[src/rtl/core/cesu_pkg.sv]
// ----------------------------------------------------------------------------
// cesu_pkg: shared types and constants for the CESU-8 to UCS-2 decoder
// Holds the escape codes, the decode result bundle and the result queue entry.
// ----------------------------------------------------------------------------
package cesu_pkg;

   // Escape code bases
   localparam logic [15:0] ESC_BYTE  = 16'hEF00;  // raw byte escape
   localparam logic [15:0] ESC_TRAIL = 16'hEF80;  // pending trail byte
   localparam logic [15:0] ESC_LEAD2 = 16'hEFC0;  // pending two-byte lead
   localparam logic [15:0] ESC_LEAD3 = 16'hEFE0;  // pending three-byte lead

   // Sequence validity limits
   localparam logic [7:0]  LEAD2_MIN   = 8'hC2;
   localparam logic [7:0]  LEAD3_MIN   = 8'hE0;
   localparam logic [7:0]  LEAD_LIMIT  = 8'hF0;
   localparam logic [7:0]  TRAIL_LOW   = 8'hA0;
   localparam logic [7:0]  TRAIL_HIGH  = 8'hBD;
   localparam logic [15:0] PC_E000     = 16'hE000;
   localparam logic [15:0] PC_FFC0     = 16'hFFC0;

   // Most results one byte can cause
   localparam int MAX_RESULTS = 3;

   // Result queue geometry
   localparam int QUEUE_DEPTH = 4;
   localparam int PTR_W       = $clog2(QUEUE_DEPTH);
   localparam int CNT_W       = $clog2(QUEUE_DEPTH + 1);

   // One queued result
   typedef struct packed {
      logic [15:0] code_unit;
      logic        last_of_run;
   } rsp_entry_type;

   // Decoder output for one input transaction
   typedef struct packed {
      logic [1:0]                   count;
      logic [MAX_RESULTS-1:0][15:0] unit;
      logic [1:0]                   trail_next;
      logic [15:0]                  partial_next;
   } dec_out_type;

endpackage

[src/rtl/core/cesu_decode.sv]
// ----------------------------------------------------------------------------
// cesu_decode: byte decode step
// From the pending sequence state and one input byte, produces up to three
// code units and the next sequence state.
// ----------------------------------------------------------------------------
module cesu_decode (
   input  logic [7:0]           data_byte,
   input  logic                 end_of_input,
   input  logic [1:0]           trail_remaining,
   input  logic [15:0]          partial_code,
   output cesu_pkg::dec_out_type dec
);

   logic [1:0]  dis_n;
   logic [15:0] dis_0;
   logic [15:0] dis_1;
   logic        tail_n;
   logic [15:0] tail_u;
   logic        f_emit;
   logic [15:0] f_unit;
   logic [1:0]  f_trail;
   logic [15:0] f_partial;
   logic        bad;

   // Fresh lead decode of the byte
   always_comb begin
      f_emit    = 1'b0;
      f_unit    = 16'h0000;
      f_trail   = 2'd0;
      f_partial = 16'h0000;
      if (!data_byte[7]) begin
         f_emit = 1'b1;
         f_unit = {8'h00, data_byte};
      end else if (data_byte < cesu_pkg::LEAD2_MIN || data_byte >= cesu_pkg::LEAD_LIMIT) begin
         f_emit = 1'b1;
         f_unit = cesu_pkg::ESC_BYTE | {8'h00, data_byte};
      end else if (data_byte < cesu_pkg::LEAD3_MIN) begin
         f_trail   = 2'd1;
         f_partial = {5'b0, data_byte[4:0], 6'b0};
      end else begin
         f_trail   = 2'd2;
         f_partial = {data_byte[3:0], 12'b0};
      end
   end

   // Escapes for the pending sequence
   always_comb begin
      dis_n = 2'd0;
      dis_0 = 16'h0000;
      dis_1 = 16'h0000;
      if (trail_remaining == 2'd2) begin
         dis_n = 2'd1;
         dis_0 = cesu_pkg::ESC_LEAD3 | {12'h000, partial_code[15:12]};
      end else if (trail_remaining == 2'd1) begin
         if (partial_code[15:11] == 5'd0) begin
            dis_n = 2'd1;
            dis_0 = cesu_pkg::ESC_LEAD2 | {11'h000, partial_code[10:6]};
         end else begin
            dis_n = 2'd2;
            dis_0 = cesu_pkg::ESC_LEAD3 | {12'h000, partial_code[15:12]};
            dis_1 = cesu_pkg::ESC_TRAIL | {10'h000, partial_code[11:6]};
         end
      end
   end

   // Trail byte check: overlong, reserved escape range, and U+FFFE/FFFF
   assign bad = (data_byte[7:6] != 2'b10) ||
                (trail_remaining == 2'd2 && partial_code == 16'h0000 &&
                 data_byte < cesu_pkg::TRAIL_LOW) ||
                (trail_remaining == 2'd2 && partial_code == cesu_pkg::PC_E000 &&
                 data_byte > cesu_pkg::TRAIL_HIGH) ||
                (trail_remaining == 2'd1 && partial_code == cesu_pkg::PC_FFC0 &&
                 data_byte > cesu_pkg::TRAIL_HIGH);

   // Step selection
   always_comb begin
      logic [1:0] use_dis;
      use_dis          = 2'd0;
      tail_n           = 1'b0;
      tail_u           = 16'h0000;
      dec.trail_next   = trail_remaining;
      dec.partial_next = partial_code;
      if (end_of_input) begin
         use_dis          = dis_n;
         dec.trail_next   = 2'd0;
         dec.partial_next = 16'h0000;
      end else if (trail_remaining != 2'd0) begin
         if (bad) begin
            use_dis          = dis_n;
            tail_n           = f_emit;
            tail_u           = f_unit;
            dec.trail_next   = f_trail;
            dec.partial_next = f_partial;
         end else if (trail_remaining == 2'd2) begin
            dec.trail_next   = 2'd1;
            dec.partial_next = partial_code | {4'b0, data_byte[5:0], 6'b0};
         end else begin
            tail_n           = 1'b1;
            tail_u           = partial_code | {10'b0, data_byte[5:0]};
            dec.trail_next   = 2'd0;
            dec.partial_next = 16'h0000;
         end
      end else begin
         tail_n           = f_emit;
         tail_u           = f_unit;
         dec.trail_next   = f_trail;
         dec.partial_next = f_partial;
      end

      // Pack escapes first, then the tail result
      dec.count = use_dis + {1'b0, tail_n};
      dec.unit  = '0;
      case (use_dis)
         2'd0: begin
            dec.unit[0] = tail_u;
         end
         2'd1: begin
            dec.unit[0] = dis_0;
            dec.unit[1] = tail_u;
         end
         default: begin
            dec.unit[0] = dis_0;
            dec.unit[1] = dis_1;
            dec.unit[2] = tail_u;
         end
      endcase
   end

endmodule

[src/rtl/core/cesu_queue.sv]
// ----------------------------------------------------------------------------
// cesu_queue: result queue
// Small register queue that takes up to three results per cycle and hands
// out one per cycle on a valid/ready channel.
// ----------------------------------------------------------------------------
module cesu_queue (
   input  logic                                     clock,
   input  logic                                     reset,
   input  logic [1:0]                               push_count,
   input  cesu_pkg::rsp_entry_type [cesu_pkg::MAX_RESULTS-1:0] push_data,
   output logic                                     room,
   output logic                                     out_valid,
   input  logic                                     out_ready,
   output cesu_pkg::rsp_entry_type                  out_data
);

   cesu_pkg::rsp_entry_type mem_ff [cesu_pkg::QUEUE_DEPTH];
   logic [cesu_pkg::PTR_W-1:0] wr_ptr_ff, wr_ptr_in;
   logic [cesu_pkg::PTR_W-1:0] rd_ptr_ff, rd_ptr_in;
   logic [cesu_pkg::CNT_W-1:0] count_ff, count_in;
   logic                       pop;

   assign pop       = out_valid && out_ready;
   assign out_valid = count_ff != '0;
   assign out_data  = mem_ff[rd_ptr_ff];
   // Room for a full burst of results
   assign room      = count_ff <= cesu_pkg::CNT_W'(cesu_pkg::QUEUE_DEPTH - cesu_pkg::MAX_RESULTS);

   // Pointer and fill count update
   always_comb begin
      wr_ptr_in = wr_ptr_ff + cesu_pkg::PTR_W'(push_count);
      rd_ptr_in = rd_ptr_ff + cesu_pkg::PTR_W'(pop);
      count_in  = count_ff + cesu_pkg::CNT_W'(push_count) - cesu_pkg::CNT_W'(pop);
   end

   always_ff @(posedge clock) begin
      if (reset) begin
         wr_ptr_ff <= '0;
         rd_ptr_ff <= '0;
         count_ff  <= '0;
      end else begin
         wr_ptr_ff <= wr_ptr_in;
         rd_ptr_ff <= rd_ptr_in;
         count_ff  <= count_in;
      end
   end

   // Entry writes, up to three consecutive slots
   always_ff @(posedge clock) begin
      for (int i = 0; i < cesu_pkg::MAX_RESULTS; i++) begin
         if (2'(i) < push_count) begin
            mem_ff[wr_ptr_ff + cesu_pkg::PTR_W'(i)] <= push_data[i];
         end
      end
   end

endmodule

[src/rtl/core/cesu8_to_ucs2_decoder.sv]
// ----------------------------------------------------------------------------
// cesu8_to_ucs2_decoder: CESU-8 style byte stream to 16-bit code units
// Top level: sequence state, decode step and result queue.
// ----------------------------------------------------------------------------
// One byte is taken per cycle whenever the four-entry result queue has room
// for three results (at most one result already waiting). Each byte is
// decoded in the cycle it is accepted and its zero to three results enter
// the queue together; results leave one per cycle while rsp_ready is high, so
// a byte stream that yields one result per byte runs at one byte per cycle,
// and a burst of escapes after a broken sequence holds off input as it drains.
// Setting end_of_input flushes a pending partial sequence as escapes.
// rsp_last_of_run marks the final result caused by one input transaction.
module cesu8_to_ucs2_decoder (
   input  logic        clock,
   input  logic        reset,
   input  logic        req_valid,
   output logic        req_ready,
   input  logic [7:0]  req_data_byte,
   input  logic        req_end_of_input,
   output logic        rsp_valid,
   input  logic        rsp_ready,
   output logic [15:0] rsp_code_unit,
   output logic        rsp_last_of_run
);

   logic [1:0]  trail_ff, trail_in;
   logic [15:0] partial_ff, partial_in;
   logic        accept;
   logic [1:0]  push_count;
   cesu_pkg::dec_out_type   dec;
   cesu_pkg::rsp_entry_type [cesu_pkg::MAX_RESULTS-1:0] push_data;
   cesu_pkg::rsp_entry_type out_data;

   assign accept = req_valid && req_ready;

   // Decode step
   cesu_decode u_decode (
      .data_byte       (req_data_byte),
      .end_of_input    (req_end_of_input),
      .trail_remaining (trail_ff),
      .partial_code    (partial_ff),
      .dec             (dec)
   );

   // Sequence state
   always_comb begin
      trail_in   = accept ? dec.trail_next   : trail_ff;
      partial_in = accept ? dec.partial_next : partial_ff;
   end

   always_ff @(posedge clock) begin
      if (reset) begin
         trail_ff   <= 2'd0;
         partial_ff <= 16'h0000;
      end else begin
         trail_ff   <= trail_in;
         partial_ff <= partial_in;
      end
   end

   // Results of this transaction, last one flagged
   always_comb begin
      push_count = accept ? dec.count : 2'd0;
      for (int i = 0; i < cesu_pkg::MAX_RESULTS; i++) begin
         push_data[i].code_unit   = dec.unit[i];
         push_data[i].last_of_run = (2'(i + 1) == dec.count);
      end
   end

   cesu_queue u_queue (
      .clock      (clock),
      .reset      (reset),
      .push_count (push_count),
      .push_data  (push_data),
      .room       (req_ready),
      .out_valid  (rsp_valid),
      .out_ready  (rsp_ready),
      .out_data   (out_data)
   );

   assign rsp_code_unit   = out_data.code_unit;
   assign rsp_last_of_run = out_data.last_of_run;

endmodule

[config.mk]
export PLATFORM = sky130hd
export DESIGN_NAME = cesu8_to_ucs2_decoder
export DESIGN_NICKNAME = d
export VERILOG_FILES = /design/src/rtl/core/cesu_pkg.sv /design/src/rtl/core/cesu_decode.sv /design/src/rtl/core/cesu_queue.sv /design/src/rtl/core/cesu8_to_ucs2_decoder.sv
export SDC_FILE = /design/constraint.sdc
export NUM_CORES = 1
export LEC_CHECK = 0
export ABC_CLOCK_PERIOD_IN_PS = 7000
export BUFFER_PORTS_ARGS = -buffer_cell sky130_fd_sc_hd__buf_2
export CAP_MARGIN = 10
export CORE_MARGIN = 4
export CORE_UTILIZATION = 60
export CTS_CLUSTER_DIAMETER = 120
export DETAILED_ROUTE_END_ITERATION = 7
export MAX_ROUTING_LAYER = met4
export PLACE_DENSITY = 0.81
export SYNTH_ARGS = -nofsm -noshare
export SYNTH_HDL_FRONTEND = slang
export SYNTH_HIERARCHICAL = 1
export SYNTH_SLANG_ARGS = --single-unit
export TNS_END_PERCENT = 10
[constraint.sdc]
create_clock -name clock -period 7 [get_ports clock]
set_input_delay 0.7 -clock clock [delete_from_list [all_inputs] [get_ports clock]]
set_output_delay 0.7 -clock clock [all_outputs]
set_load 0.05 [all_outputs]
# Word-level counts from Yosys, hierarchy flattened
# Memory sizes are Yosys's and may differ from the RTL's. A register that Yosys moved wholly into a read port is not among the register bits.
# Index checks and enable logic that the tools add are counted.
# op_classes
n_reduce_logical	18
addsub	7
n_eq_ne	9
bitwise_logic	2
muxes	45
n_lt_le_gt_ge	9
# op_table
op	n
$mux W16	16
$mux W18	3
$eq A16 B16 Y1 const B	2
$pmux W16 S2	1
$lt A8 B8 Y1 const B	3
$mux W2	11
$mux W17	1
$logic_not A16 Y1	1
$or A16 B12 Y16	1
$or A16 B6 Y16	1
$mux W1	12
$ge A8 B8 Y1 const B	1
$gt A8 B8 Y1 const B	1
$logic_and A1 B1 Y1	8
$mux W6	1
$logic_not A5 Y1	1
$add A2 B1 Y2	2
$eq A2 B1 Y1 const B	2
$eq A2 B2 Y1 const A	2
$logic_or A1 B1 Y1	4
$lt A1 B2 Y1 const A	2
$add A3 B2 Y3	1
$le A3 B1 Y1 const B	1
$reduce_bool A3 Y1	1
11 further kinds	11
# totals
in_bits	13
ram_bits	68
regBits	25
n_memories	1
wordCells	96
# mem_list
name	words	width	rd	rd_clocked_by_memory_dff	wr	line	rtl
u_queue.mem_ff	4	17	1	1	3	cesu_queue.sv:17	cesu_pkg::rsp_entry_type mem_ff [cesu_pkg::QUEUE_DEPTH];

# Longest topological paths before layout
# depth
ltp_word	14
mapped_depth	22

# By module
# The synthesis kept the hierarchy.
# modules_own_cells
module	seq_area_each_um2	area_each_um2	cells_each	n_inst
cesu_queue	2182.1	4344.2	447	1
cesu_decode	0.0	1137.3	181	1
cesu8_to_ucs2_decoder	360.3	1032.2	87	1

# Least setup slack after synthesis
# No wires, ideal clock.
# synth_timing
kind	input to register
from	in req_data_byte[7]
to	mem u_queue/mem_ff[1][0] in the netlist's numbering (enable)
cell_stages	15
setup_slack_ns	1.904
arrival_ns	4.682
setup_ns	0.415
path_cell_list	inv_1 -> nor3_1 -> a21boi_1 -> and2_1 -> clkbuf_1 -> mux2i_1 -> clkbuf_1 -> inv_1 -> ha_1 -> xnor2_1 -> and3_1 -> buf_4 -> buf_4 -> a21oi_1 -> o21ai_0
# synth_lines
element	line	rtl
start, declared	cesu8_to_ucs2_decoder.sv:18	input logic [7:0] req_data_byte,
end, declared	cesu_queue.sv:17	

==> results_dict.tcl <==
set metrics [dict create \
    nFillCells 875 \
    hold_path_depth 2 \
    fin_crit_ps 5584 \
    grt_setup_unrepaired "false" \
    leakage_nw 2.431 \
    cts-root-buf "clkbuf_8" \
    drv_cap 0 \
    overflow 0 \
    hold_viol 0 \
    netlist_instances 715 \
    antenna_found_initial 0 \
    reg2reg_from "trail_ff[0]" \
    drive_gt1_share_pct 18.87 \
    h-tree-depth 3 \
    die_h_um 112.2 \
    num_vias 5734 \
    tightest_slew_ps 1050 \
    synth_warnings 6 \
    initial_core_util_pct 62.26 \
    grt_pass1_vias 5534 \
    cts_inserted_buffers 9 \
    routed_wl_um 17490 \
    cts_tree "built" \
    grt_pass1_wl_um 28300 \
    post-route-period-util_pct 79.77 \
    dpl.hpwl_um 11530 \
    slew_violations 0 \
    drc 1 \
    rows 37 \
    ys_seq_area_share_pct 39.03 \
    fmax_ghz 0.1791 \
    status "complete, but fails checks" \
    grt_start_max_net_pins 40 \
    antennaDiodeCount 0 \
    setup_viol 0 \
    start_kind "flop" \
    die_area_sq_um 12590 \
    placed_cells 830 \
    gp_congestion 0.9833 \
    p_per_area_nw_per_um2 229.5 \
    syn-cell-area_sq_um 6514 \
    drt-vias-per-instance 6.778 \
    synth_cell_types 70 \
    synthArstFlopShare_pct 0 \
    pin_count 32 \
    holdWs_ps 549.2 \
    cp-end-kind "flop" \
    detail-route-antenna-nets 0 \
    syn_area_per_cell_sq_um 9.110 \
    cts_hold_buffers 0 \
    clkTransAtPathRegs_ps 110 \
    hp-class "reg2reg" \
    crit_type "reg2reg" \
    fin_tns_setup_ps 0 \
    area_growth_pct 2.747 \
    pre_cts_ws_ps 1337 \
    fp.coreArea_sq_um 10460 \
    cts_setup_buffers 0 \
    violations "design-rule violations" \
    cts_max_path_buffers 2 \
    ff2ff_path_depth 14 \
    final_cells 846 \
    clock-sinks 93 \
    crit_required_ps 7080 \
    min_from "u_queue/rd_ptr_ff[0]" \
    fin_worst_skew_ps 11.63 \
    cp_data_arrival_time_ps 5670 \
    first_pass_iters 7 \
    ys.flop_type "edfxtp_1" \
    clk_latency_ps 360 \
    port_buffers 31 \
    synth_enable_flop_cells 68 \
    cts_resized 0 \
    synth-seq-cells 93 \
    cp_max_fo 34 \
    crit_path_start "trail_ff[0]" \
    die_w_um 112.2 \
    worst_slack_ps 1416 \
    fin_nets 726 \
    relSlewSlack_pct 29.83 \
    vdd.ir_drop.worst_uv 250.7 \
    grt_util_all_layers_pct 28.68 \
    drt_iter0_drc 737 \
    r2r_slack_ps 1420 \
    avgRoutedWirePerCell_um 20.67 \
]
-- cell usage after synthesis, types with 6 or more instances --
cell	number	area, sq um
o21ai_0	6	30.03
a21oi_2	18	157.7
inv_1	15	56.30
buf_4	10	75.07
buf_2	22	110.1
nand2_1	147	551.8
ha_1	7	87.58
clkbuf_1	17	63.81
buf_6	7	78.83
and2_1	16	100.1
a21oi_1	25	125.1
o22ai_1	13	81.33
nor3_1	7	35.03
edfxtp_1	68	2042
nand3_2	19	190.2
a21bo_2	9	90.09
nor2_1	87	326.6
a31oi_1	75	469.2
a21bo_1	10	100.1
a22o_1	9	78.83
dfxtp_1	25	500.5
mux4_2	17	382.9
-- metal layers --
| metal | part of all wire, % | routed length, um | GRT usage, % | vias up |
|---|---|---|---|---|
| met4 | 4.2 | 728 | 13.94 | 0 |
| met5 | 0 | 0 | - | - |
| met1 | 38 | 6708 | 36.29 | 2651 |
| met2 | 46 | 8081 | 44.85 | 413 |
| li1 | - | - | - | 2580 |
| met3 | 11 | 1972 | 4.852 | 90 |
-- logic make-up after synthesis --
| logic type | share of synthesized area [%] |
|---|---|
| AND/OR/NAND/NOR | 24.16 |
| AO/OA/AOI/OAI | 20.71 |
| flip-flops | 39.03 |
| buffers and inverters | 7.107 |
| multiplexers | 6.339 |
| adder cells (fa/ha/maj) | 1.652 |
| XOR/XNOR | 0.9412 |
| other | 0.05757 |
-- final cells by class --
class                   instances  area (sq um)  share of cell area, %
well taps                     136         170.2                  2.543
flip-flops and latches         93          2542                  37.99
inverters                      15         56.30                 0.8413
clock buffers                   9         123.9                  1.851
repair buffers                 39         215.2                  3.216
multi-input cells             547          3526                  52.68
clock inverters                 7         58.81                 0.8787
-- cells in the final DEF (no fill, tap or decap), drive strengths merged, types with 3 or more instances in the layout --
cell,instances
buf,39
a22o,9
nand3,23
a21o,5
nor2,87
inv,18
nor3b,4
edfxtp,68
a21oi,43
a21bo,19
dfxtp,25
nand2,147
mux2i,3
nand4,4
o22ai,13
and2,16
mux4,17
and3,6
xnor2,5
a31oi,75
ha,7
clkbuf,9
o21ai,6
nor3,9
or2,3
o2bb2ai,5
nor2b,4
-- worst max-delay path: stages, from the launching register on --
cell      delay, ps
dfxtp_1         340
inv_1            80
ha_1            520
nor3b_1         350
a21o_1          180
nand4_2         210
and2_1          300
mux2i_1         710
inv_1           100
ha_1            220
xnor2_1         250
and3_1          650
nand4b_2        900
nor2_1          400
a31oi_1          80
-- flip-flops by register name, indices dropped and copies added (netlist names) --
register / cells
partial_ff: 16
u_queue/rd_ptr_ff: 2
trail_ff: 2
u_queue/wr_ptr_ff: 2
u_queue/mem_ff: 68
u_queue/count_ff: 3
-- final timing paths --
path / endpoint
max: u_queue/mem_ff[0][10]
min: u_queue/rd_ptr_ff[0]
min reg2reg: u_queue/rd_ptr_ff[0]
max reg2reg: u_queue/mem_ff[0][10]
-- power by group --
group / switching (mW) / leakage (nW) / total [mW] / internal (mW)
clock network: 0.212 / 0.0873 / 0.347 / 0.135
logic: 0.369 / 1.52 / 0.531 / 0.162
registers: 0.0342 / 0.827 / 0.658 / 0.624
total: 0.615 / 2.43 / 1.54 / 0.921
-- through the flow --
stage	area (sq um)	power (mW)	utilization (%)
after global placement	6504	1.187	62.16
after global routing	6693	1.599	63.97
after floorplan	6518	1.134	-
after detailed placement	6504	1.202	62.16
final	6693	1.536	63.97
after CTS	6686	1.543	63.91
Power figures use the tool's default switching activity.
